## config.mk

```make
export PLATFORM = sky130hd
export DESIGN_NAME = rgb_led_blink_fade_engine
export DESIGN_NICKNAME = d
export VERILOG_FILES = /design/src/sv/rgbfe_pkg.sv /design/src/sv/rgbfe_lane.sv /design/src/sv/rgb_led_blink_fade_engine.sv
export SDC_FILE = /design/constraint.sdc
export NUM_CORES = 2
export LEC_CHECK = 0
export BUFFER_PORTS_ARGS = -buffer_cell sky130_fd_sc_hd__buf_2
export CORE_MARGIN = 1.5
export CORE_UTILIZATION = 30
export DETAILED_ROUTE_END_ITERATION = 16
export SLEW_MARGIN = 20
export SYNTH_ARGS = -nofsm -noshare
export SYNTH_HDL_FRONTEND = slang
export SYNTH_HIERARCHICAL = 1
export SYNTH_SLANG_ARGS = --single-unit
export TNS_END_PERCENT = 30
```

## constraint.sdc

```tcl
create_clock -name clk -period 12.57 [get_ports clk]
set_input_delay 1.257 -clock clk [delete_from_list [all_inputs] [get_ports clk]]
set_output_delay 1.257 -clock clk [all_outputs]
set_load 0.03 [all_outputs]
```

## src/sv/rgbfe_pkg.sv

```systemverilog
package rgbfe_pkg;

	localparam int COLOR_BITS = 16;
	localparam int FIELD_W    = 16;
	localparam int FRAC_W     = 16;
	localparam int CNT_W      = 13;
	localparam int DIV_W      = COLOR_BITS + FRAC_W;
	localparam int ACC_W      = COLOR_BITS + FRAC_W + 3;
	localparam int HI_W       = ACC_W - 1 - FRAC_W;
	localparam int ITER_W     = $clog2(DIV_W + 1);

	localparam logic [COLOR_BITS-1:0] COLOR_MAX = '1;

	localparam logic [FIELD_W-1:0] BLINK_MIN = 16'd10;
	localparam logic [FIELD_W-1:0] FADE_MIN  = 16'd100;

	localparam logic [2:0] KIND_TICK      = 3'd0;
	localparam logic [2:0] KIND_ON        = 3'd1;
	localparam logic [2:0] KIND_OFF       = 3'd2;
	localparam logic [2:0] KIND_BLINK_ON  = 3'd3;
	localparam logic [2:0] KIND_BLINK_OFF = 3'd4;
	localparam logic [2:0] KIND_FADE      = 3'd5;

	localparam logic [1:0] RES_COLOR  = 2'd0;
	localparam logic [1:0] RES_ACCEPT = 2'd1;
	localparam logic [1:0] RES_REJECT = 2'd2;

	typedef logic [COLOR_BITS-1:0] color_t;

	typedef struct packed {
		logic start;
		logic advance;
	} lane_ctrl_t;

	function automatic color_t sat_color(input logic [FIELD_W-1:0] v);
		if (v > FIELD_W'(COLOR_MAX)) begin
			sat_color = COLOR_MAX;
		end else begin
			sat_color = v[COLOR_BITS-1:0];
		end
	endfunction

endpackage

```

## src/sv/rgbfe_lane.sv

```systemverilog
module rgbfe_lane (
	input  logic                          clk,
	input  logic                          arst_n,
	input  rgbfe_pkg::lane_ctrl_t         ctrl,
	input  rgbfe_pkg::color_t             fade_from,
	input  rgbfe_pkg::color_t             fade_to,
	input  logic [rgbfe_pkg::CNT_W-1:0]   divisor,
	output logic                          busy,
	output rgbfe_pkg::color_t             level
);

	logic [rgbfe_pkg::ITER_W-1:0]       iter_q;
	logic                               neg_q;
	logic [rgbfe_pkg::CNT_W-1:0]        div_q;
	logic [rgbfe_pkg::CNT_W-1:0]        rem_q;
	logic [rgbfe_pkg::DIV_W-1:0]        quo_q;
	logic signed [rgbfe_pkg::ACC_W-1:0] acc_q;

	logic [rgbfe_pkg::CNT_W:0]          trial;
	logic [rgbfe_pkg::CNT_W:0]          trial_sub;
	logic                               ge;
	rgbfe_pkg::color_t                  mag;
	logic signed [rgbfe_pkg::ACC_W-1:0] quo_ext;
	logic signed [rgbfe_pkg::ACC_W-1:0] step;
	logic [rgbfe_pkg::HI_W-1:0]         hi;

	always_comb begin
		busy      = (iter_q != '0);
		trial     = {rem_q, quo_q[rgbfe_pkg::DIV_W-1]};
		trial_sub = trial - {1'b0, div_q};
		ge        = (trial >= {1'b0, div_q});
		if (fade_to >= fade_from) begin
			mag = fade_to - fade_from;
		end else begin
			mag = fade_from - fade_to;
		end
		quo_ext = rgbfe_pkg::ACC_W'(quo_q);
		step    = neg_q ? -quo_ext : quo_ext;
		hi      = acc_q[rgbfe_pkg::ACC_W-2:rgbfe_pkg::FRAC_W];
		if (acc_q[rgbfe_pkg::ACC_W-1]) begin
			level = '0;
		end else if (hi > rgbfe_pkg::HI_W'(rgbfe_pkg::COLOR_MAX)) begin
			level = rgbfe_pkg::COLOR_MAX;
		end else begin
			level = hi[rgbfe_pkg::COLOR_BITS-1:0];
		end
	end

	always_ff @(posedge clk or negedge arst_n) begin
		if (!arst_n) begin
			iter_q <= '0;
		end else if (ctrl.start) begin
			iter_q <= rgbfe_pkg::ITER_W'(rgbfe_pkg::DIV_W);
		end else if (busy) begin
			iter_q <= iter_q - 1'b1;
		end
	end

	// radix-2 restoring divide of the scaled color difference, one quotient bit a cycle
	always_ff @(posedge clk) begin
		if (ctrl.start) begin
			neg_q <= (fade_to < fade_from);
			div_q <= divisor;
			rem_q <= '0;
			quo_q <= {mag, {rgbfe_pkg::FRAC_W{1'b0}}};
			acc_q <= rgbfe_pkg::ACC_W'({fade_from, {rgbfe_pkg::FRAC_W{1'b0}}});
		end else if (busy) begin
			rem_q <= ge ? trial_sub[rgbfe_pkg::CNT_W-1:0] : trial[rgbfe_pkg::CNT_W-1:0];
			quo_q <= {quo_q[rgbfe_pkg::DIV_W-2:0], ge};
		end else if (ctrl.advance) begin
			acc_q <= acc_q + step;
		end
	end

endmodule

```

## src/sv/rgb_led_blink_fade_engine.sv

```systemverilog
// RGB LED blink and fade engine.
// Command channel (cmd_valid / cmd_ready): one item per command or tick; kind selects
// tick, on, off, blink then on, blink then off, or fade. Result channel
// (res_valid / res_ready): one item per command and up to two per tick; last marks
// the final one. Status results (accepted, rejected) carry zero colors.
// A result is registered: it is valid in the cycle after its item is accepted. A valid
// fade command first runs a radix-2 divide in each of the three color lanes, one
// quotient bit per cycle, so its accepted status appears once every divide is done.
// Flow: one item at a time. cmd_ready is high only when no result is pending and no
// divide runs, so each item waits until every result of the one before is taken;
// a tick that produces no result leaves cmd_ready high.
// Fade steps use a per-lane accumulator, so a fade tick costs no more than a blink tick.
// Reset: mode goes idle, counters and engine color registers clear, no result is pending.
// Receiver stall: the result register holds its item while res_ready is low and no
// new command item is taken until every result of the current item has been taken.
module rgb_led_blink_fade_engine (
	input  logic        clk,
	input  logic        arst_n,
	input  logic        cmd_valid,
	output logic        cmd_ready,
	input  logic [2:0]  kind,
	input  logic [15:0] color_red,
	input  logic [15:0] color_green,
	input  logic [15:0] color_blue,
	input  logic [15:0] end_red,
	input  logic [15:0] end_green,
	input  logic [15:0] end_blue,
	input  logic [15:0] interval,
	input  logic [7:0]  blink_count,
	output logic        res_valid,
	input  logic        res_ready,
	output logic [1:0]  result_kind,
	output logic [15:0] red,
	output logic [15:0] green,
	output logic [15:0] blue,
	output logic        last
);

	typedef enum logic [1:0] {ST_IDLE, ST_DIV, ST_RES} state_t;
	typedef enum logic [2:0] {
		MD_IDLE, MD_ON, MD_OFF, MD_BLINK_ON, MD_BLINK_OFF, MD_FADE
	} mode_t;

	function automatic logic [rgbfe_pkg::CNT_W-1:0] div10(
		input logic [rgbfe_pkg::FIELD_W-1:0] v);
		logic [31:0] p;
		p = 32'(v) * 32'd52429;
		div10 = p[31:19];
	endfunction

	state_t                        state_q;
	mode_t                         mode_q;
	rgbfe_pkg::color_t [2:0]       base_q;
	logic [15:0]                   step_q;
	logic [rgbfe_pkg::CNT_W-1:0]   target_q;
	logic [rgbfe_pkg::CNT_W-1:0]   period_q;
	logic [rgbfe_pkg::CNT_W-1:0]   tick_q;
	logic [1:0]                    out_kind_q;
	rgbfe_pkg::color_t [2:0]       out_col_q;
	logic                          out_last_q;
	logic                          sec_pend_q;
	rgbfe_pkg::color_t [2:0]       sec_col_q;

	rgbfe_pkg::color_t [2:0]       col;
	rgbfe_pkg::color_t [2:0]       endc;
	rgbfe_pkg::color_t [2:0]       lvl;
	logic [2:0]                    lane_busy;
	rgbfe_pkg::lane_ctrl_t         lane_ctrl;
	logic [rgbfe_pkg::CNT_W-1:0]   ival_div10;
	logic                          accept;
	logic                          tick_active;
	logic                          tick_fire;
	logic [rgbfe_pkg::CNT_W-1:0]   tick_next;
	logic [15:0]                   step_next;
	logic                          fade_done;
	logic                          blink_done;
	logic                          blink_ok;
	logic                          fade_ok;

	always_comb begin
		col[0]      = rgbfe_pkg::sat_color(color_red);
		col[1]      = rgbfe_pkg::sat_color(color_green);
		col[2]      = rgbfe_pkg::sat_color(color_blue);
		endc[0]     = rgbfe_pkg::sat_color(end_red);
		endc[1]     = rgbfe_pkg::sat_color(end_green);
		endc[2]     = rgbfe_pkg::sat_color(end_blue);
		ival_div10  = div10(interval);
		cmd_ready   = (state_q == ST_IDLE);
		accept      = cmd_valid && cmd_ready;
		tick_active = (mode_q == MD_BLINK_ON) || (mode_q == MD_BLINK_OFF) ||
			(mode_q == MD_FADE);
		tick_next   = tick_q + 1'b1;
		tick_fire   = accept && (kind == rgbfe_pkg::KIND_TICK) && tick_active &&
			(tick_next >= period_q);
		step_next   = step_q + 1'b1;
		fade_done   = (step_next >= 16'(target_q));
		blink_done  = (target_q != '0) && (step_next[15:1] >= 15'(target_q));
		blink_ok    = (interval >= rgbfe_pkg::BLINK_MIN);
		fade_ok     = (interval >= rgbfe_pkg::FADE_MIN);
		lane_ctrl.start   = accept && (kind == rgbfe_pkg::KIND_FADE) && fade_ok;
		lane_ctrl.advance = tick_fire && (mode_q == MD_FADE);
	end

	for (genvar g = 0; g < 3; g++) begin : g_lane
		rgbfe_lane u_lane (
			.clk       (clk),
			.arst_n    (arst_n),
			.ctrl      (lane_ctrl),
			.fade_from (col[g]),
			.fade_to   (endc[g]),
			.divisor   (ival_div10),
			.busy      (lane_busy[g]),
			.level     (lvl[g])
		);
	end

	always_ff @(posedge clk or negedge arst_n) begin
		if (!arst_n) begin
			state_q    <= ST_IDLE;
			mode_q     <= MD_IDLE;
			base_q     <= '0;
			step_q     <= '0;
			target_q   <= '0;
			period_q   <= '0;
			tick_q     <= '0;
			out_kind_q <= rgbfe_pkg::RES_COLOR;
			out_col_q  <= '0;
			out_last_q <= 1'b0;
			sec_pend_q <= 1'b0;
			sec_col_q  <= '0;
		end else begin
			case (state_q)
				ST_IDLE: begin
					if (accept) begin
						out_last_q <= 1'b1;
						sec_pend_q <= 1'b0;
						out_kind_q <= rgbfe_pkg::RES_COLOR;
						out_col_q  <= '0;
						case (kind)
							rgbfe_pkg::KIND_TICK: begin
								if (tick_active) begin
									if (tick_next < period_q) begin
										tick_q <= tick_next;
									end else begin
										tick_q  <= '0;
										step_q  <= step_next;
										state_q <= ST_RES;
										if (mode_q == MD_FADE) begin
											out_col_q <= lvl;
											if (fade_done) begin
												mode_q <= MD_IDLE;
											end
										end else begin
											out_col_q <= step_q[0] ? base_q : '0;
											if (blink_done) begin
												out_last_q <= 1'b0;
												sec_pend_q <= 1'b1;
												sec_col_q  <= (mode_q == MD_BLINK_OFF) ?
													'0 : base_q;
												mode_q     <= MD_IDLE;
											end
										end
									end
								end
							end
							rgbfe_pkg::KIND_ON: begin
								mode_q    <= MD_ON;
								base_q    <= col;
								out_col_q <= col;
								state_q   <= ST_RES;
							end
							rgbfe_pkg::KIND_OFF: begin
								mode_q  <= MD_OFF;
								base_q  <= '0;
								state_q <= ST_RES;
							end
							rgbfe_pkg::KIND_BLINK_ON, rgbfe_pkg::KIND_BLINK_OFF: begin
								state_q <= ST_RES;
								if (blink_ok) begin
									base_q     <= col;
									mode_q     <= (kind == rgbfe_pkg::KIND_BLINK_ON) ?
										MD_BLINK_ON : MD_BLINK_OFF;
									target_q   <= rgbfe_pkg::CNT_W'(blink_count);
									period_q   <= ival_div10;
									step_q     <= '0;
									tick_q     <= '0;
									out_kind_q <= rgbfe_pkg::RES_ACCEPT;
								end else begin
									out_kind_q <= rgbfe_pkg::RES_REJECT;
								end
							end
							rgbfe_pkg::KIND_FADE: begin
								if (fade_ok) begin
									mode_q     <= MD_FADE;
									target_q   <= ival_div10;
									base_q     <= col;
									period_q   <= rgbfe_pkg::CNT_W'(1);
									step_q     <= '0;
									tick_q     <= '0;
									out_kind_q <= rgbfe_pkg::RES_ACCEPT;
									state_q    <= ST_DIV;
								end else begin
									out_kind_q <= rgbfe_pkg::RES_REJECT;
									state_q    <= ST_RES;
								end
							end
							default: begin
								out_kind_q <= rgbfe_pkg::RES_REJECT;
								state_q    <= ST_RES;
							end
						endcase
					end
				end
				ST_DIV: begin
					if (lane_busy == '0) begin
						state_q <= ST_RES;
					end
				end
				ST_RES: begin
					if (res_ready) begin
						if (sec_pend_q) begin
							out_col_q  <= sec_col_q;
							out_last_q <= 1'b1;
							sec_pend_q <= 1'b0;
						end else begin
							state_q <= ST_IDLE;
						end
					end
				end
				default: begin
					state_q <= ST_IDLE;
				end
			endcase
		end
	end

	assign res_valid   = (state_q == ST_RES);
	assign result_kind = out_kind_q;
	assign red         = rgbfe_pkg::FIELD_W'(out_col_q[0]);
	assign green       = rgbfe_pkg::FIELD_W'(out_col_q[1]);
	assign blue        = rgbfe_pkg::FIELD_W'(out_col_q[2]);
	assign last        = out_last_q;

endmodule

```

==> results.py <==
metrics = {
    "run_status": {
        "status": "finished, final reports clean",
    },
    "synthesis": {
        "ys_top_cells_by_area": "dfrtp_1 (13%), ha_1 (13%), edfxtp_1 (9.7%), nand2_1 (7.3%), dfxtp_1 (6.8%)",
        "netlist_area_um2": 42600,
        "ys_seq_area_share_pct": 29.7,
        "synth_top_area_cell": "dfrtp_1",
        "synth_top_area_share_pct": 13.3,
        "postSynthAreaPerCell_um2": 8.21,
        "postSynthCellCount": 5195,
        "synth_ff_type": "dfrtp_1",
        "synth_seq_cells": 508,
        "synth.distinct_cells": 99,
        "async_reset_ff_share_pct": 44.5,
        "synth_nets": 5856,
        "synth_edf_count": 138,
        "ys_warn_count": 6,
    },
    "die": {
        "die-area_um2": 144000,
        "initial_core_util_pct": 30.2,
        "rows": 138,
        "core_region_area_um2": 141000,
        "io_pins": 180,
        "die_w_um": 380,
        "die_y_um": 380,
    },
    "timing": {
        "tns_ns": 0,
        "rsz0062_at_grt": "no",
        "slew_headroom_pct": 25.3,
        "skew_ns": 0.0371,
        "timing.fmax_ghz": 0.147,
        "worst_pin_slew_ns": 1.12,
        "drv_slew": 0,
        "hold_viol_final": 0,
        "fin_ws_ns": 5.76,
        "post-route-period-util_pct": 54.2,
        "setup_viol": 0,
        "layout_min_cycle_time_ns": 6.81,
    },
    "power": {
        "peakVddDrop_uv": 158,
        "p_per_area_nw_per_um2": 218,
        "leakage_nw": 21.4,
    },
    "clock_tree": {
        "cts_buffers": 61,
        "clk_pin_slew_ns": 0.06,
        "clockBufferDepth": 3,
        "cts-root-buf": "clkbuf_16",
        "cts_tree": "built",
        "clock_latency_ns": 0.66,
        "htreeDepth": 2,
        "post_cts_resized": 0,
        "cts_setup_buffers": 0,
        "cts_sinks": 508,
        "hold_buffers": 0,
    },
    "setup_path": {
        "max_stage_delay_ns": 0.60,
        "worst-path-buf-inv": 6,
        "slowest_stage": "a2111oi_0",
        "critPathLaunchType": "input port",
        "required_ns": 12.96,
        "critPathTopFamily": "adder cells",
        "critPathArrivalTime_ns": 7.20,
        "crit_top_cell": "inv_1",
        "cp_cell_sequence": "buf_2 -> inv_1 -> ha_1 -> fa_1 -> inv_1 -> fa_1 -> inv_1 -> fa_1 -> inv_1 -> fa_1 -> inv_1 -> ha_1 -> ha_1 -> a21oi_1 -> o211ai_1 -> a311oi_1 -> a21boi_1 -> a2111oi_0 -> o21a_1 -> nor2_1",
        "cp_max_fo": 7,
        "critPathCaptureType": "flop",
        "setup.worst_path.class": "in -> reg",
    },
    "grt": {
        "grt_use_total_pct": 18.3,
        "grt_pass1_wl_um": 213000,
        "grt_start_max_net_pins": 99,
        "grt-ovfl-total": 0,
        "grt_pass1_vias": 36900,
        "antenna_found_initial": 14,
    },
    "place": {
        "place_congestion": 0.902,
        "dp_hpwl_um": 102000,
        "port_buffers": 179,
        "place_ws_ns": 5.16,
    },
    "routing": {
        "viasPerCell": 5.27,
        "via_count": 37800,
        "firstDrtPassIters": 6,
        "drcViolationCount": 0,
        "drt-total-wl_um": 136000,
        "routedWlPerCell_um": 18.9,
        "drtAntennaViolNets": 0,
        "drtIter0Drc": 2657,
    },
    "layout": {
        "syn_to_final_growth_pct": 11.4,
        "antenna_cells": 0,
        "num-nets-final": 5898,
        "final_layout_size_suffix_gt1_share_pct": 8.28,
    },
    "hold_path": {
        "hold_path_class": "reg -> reg",
    },
    "flow_run": {
        "drv_cap": 0,
    },
}
-- metal layers --
layer	GRT usage, %	part of all wire, %
met3	3.01	5.7
met4	4.61	2.4
met5	0	0.061
met1	24.5	46
met2	30.4	46
-- synth_stat cells, drive strengths merged, types with 82 or more instances --
library cell    n
o21ai         397
inv           447
a21o           93
clkbuf        197
ha            443
dfxtp         144
nor2          298
nand2         836
xnor2         194
nor3           82
nand3         159
edfxtp        138
a21oi         331
fa             91
dfrtp         226
-- cells by family (layout without fill, tap and decap cells) --
| family | Yosys count | after routing | synth area share (%) |
|---|---|---|---|
| simple gates | 1749 | 1749 | 18.9 |
| mux | 62 | 62 | 1.52 |
| buf+inv | 686 | 780 | 6.22 |
| flops | 508 | 508 | 29.7 |
| fa+ha+maj | 534 | 534 | 17.3 |
| compound gates | 1404 | 1404 | 21.2 |
| xor+xnor | 252 | 252 | 5.18 |
-- tightest hold or removal path: cells and delay by family (launching register included) --
kind | cells | cell delay (ns)
simple gates | 1 | 0.05
compound gates | 1 | 0.05
flops | 1 | 0.31
-- where the power goes --
group	total, mW	switching, mW	internal, mW
sequential	2.81	0.457	2.35
combinational	5.61	3.47	2.15
clock	1.91	0.779	1.13
total	10.3	4.70	5.63
-- area by class of cell --
cell class | count | area [um2]
Fill cell | 14900 | 93700
Timing Repair Buffer | 216 | 1180
Clock inverter | 33 | 384
Tap cell | 1890 | 2360
Multi-Input combinational cell | 4001 | 27400
Inverter | 449 | 1690
Sequential cell | 508 | 12700
Clock buffer | 82 | 1800
-- worst paths after layout --
kind | cells after the start | from | slack, ns | to
worst max-delay path | 20 | interval[7] | 5.76 | g_lane[2].u_lane/div_q[10]$_DFFE_PP_
worst min-delay path | 2 | g_lane[2].u_lane/acc_q[11]$_SDFFE_PP0P_ | 0.46 | g_lane[2].u_lane/acc_q[11]$_SDFFE_PP0P_
worst max register to register | 17 | tick_q[0]$_DFFE_PN0P_ | 6.28 | g_lane[0].u_lane/acc_q[18]$_DFFE_PP_
worst min register to register | 2 | g_lane[2].u_lane/acc_q[11]$_SDFFE_PP0P_ | 0.46 | g_lane[2].u_lane/acc_q[11]$_SDFFE_PP0P_
max in group asynchronous | 2 | arst_n | 10.39 | sec_col_q[25]$_DFFE_PN0P_
min in group asynchronous | 1 | arst_n | 0.61 | step_q[3]$_DFFE_PN0P_
-- state kept, by name, summed over array words and instances, names as in the netlist --
| register | count |
|---|---|
| red | 16 |
| g_lane.u_lane/iter_q | 18 |
| state_q | 2 |
| result_kind | 2 |
| tick_q | 13 |
| last | 1 |
| step_q | 16 |
| target_q | 13 |
| g_lane.u_lane/div_q | 39 |
| g_lane.u_lane/neg_q | 3 |
| sec_col_q | 48 |
| blue | 16 |
| period_q | 13 |
| base_q | 48 |
| g_lane.u_lane/acc_q | 105 |
| sec_pend_q | 1 |
| mode_q | 3 |
| g_lane.u_lane/rem_q | 39 |
| g_lane.u_lane/quo_q | 96 |
| green | 16 |
-- through the flow --
| step | hold slack (ns) | total power [mW] | instance area [um2] | cells | util, % |
|---|---|---|---|---|---|
| global placement | 0.442 | 8.30 | 45300 | 7064 | 32.1 |
| CTS | 0.457 | 10.4 | 47500 | 7179 | 33.6 |
| global route | 0.475 | 11.2 | 47500 | 7179 | 33.6 |
| detailed placement | 0.449 | 8.41 | 45300 | 7064 | 32.1 |
| finish | 0.455 | 10.3 | 47500 | 7179 | 33.6 |
| floorplan | 0.436 | 6.86 | 42600 | 5195 | - |
-- placed cells by master (no fill, tap or decap), types with 47 or more instances in the layout --
cell type / instances
o22ai_1: 68
dfrtp_1: 225
nand4_1: 52
xor2_1: 58
a21oi_1: 330
fa_1: 91
clkbuf_16: 66
nand2_1: 833
a221oi_1: 57
dfxtp_1: 144
o31ai_1: 47
buf_2: 178
inv_1: 443
mux2i_1: 50
a31oi_1: 48
xnor2_1: 194
edfxtp_1: 138
nand3_1: 159
ha_1: 443
a211oi_1: 55
nor3_1: 81
o21ai_0: 389
a21o_1: 91
nor2_1: 297
No activity file was read; power rests on OpenSTA's default activity.
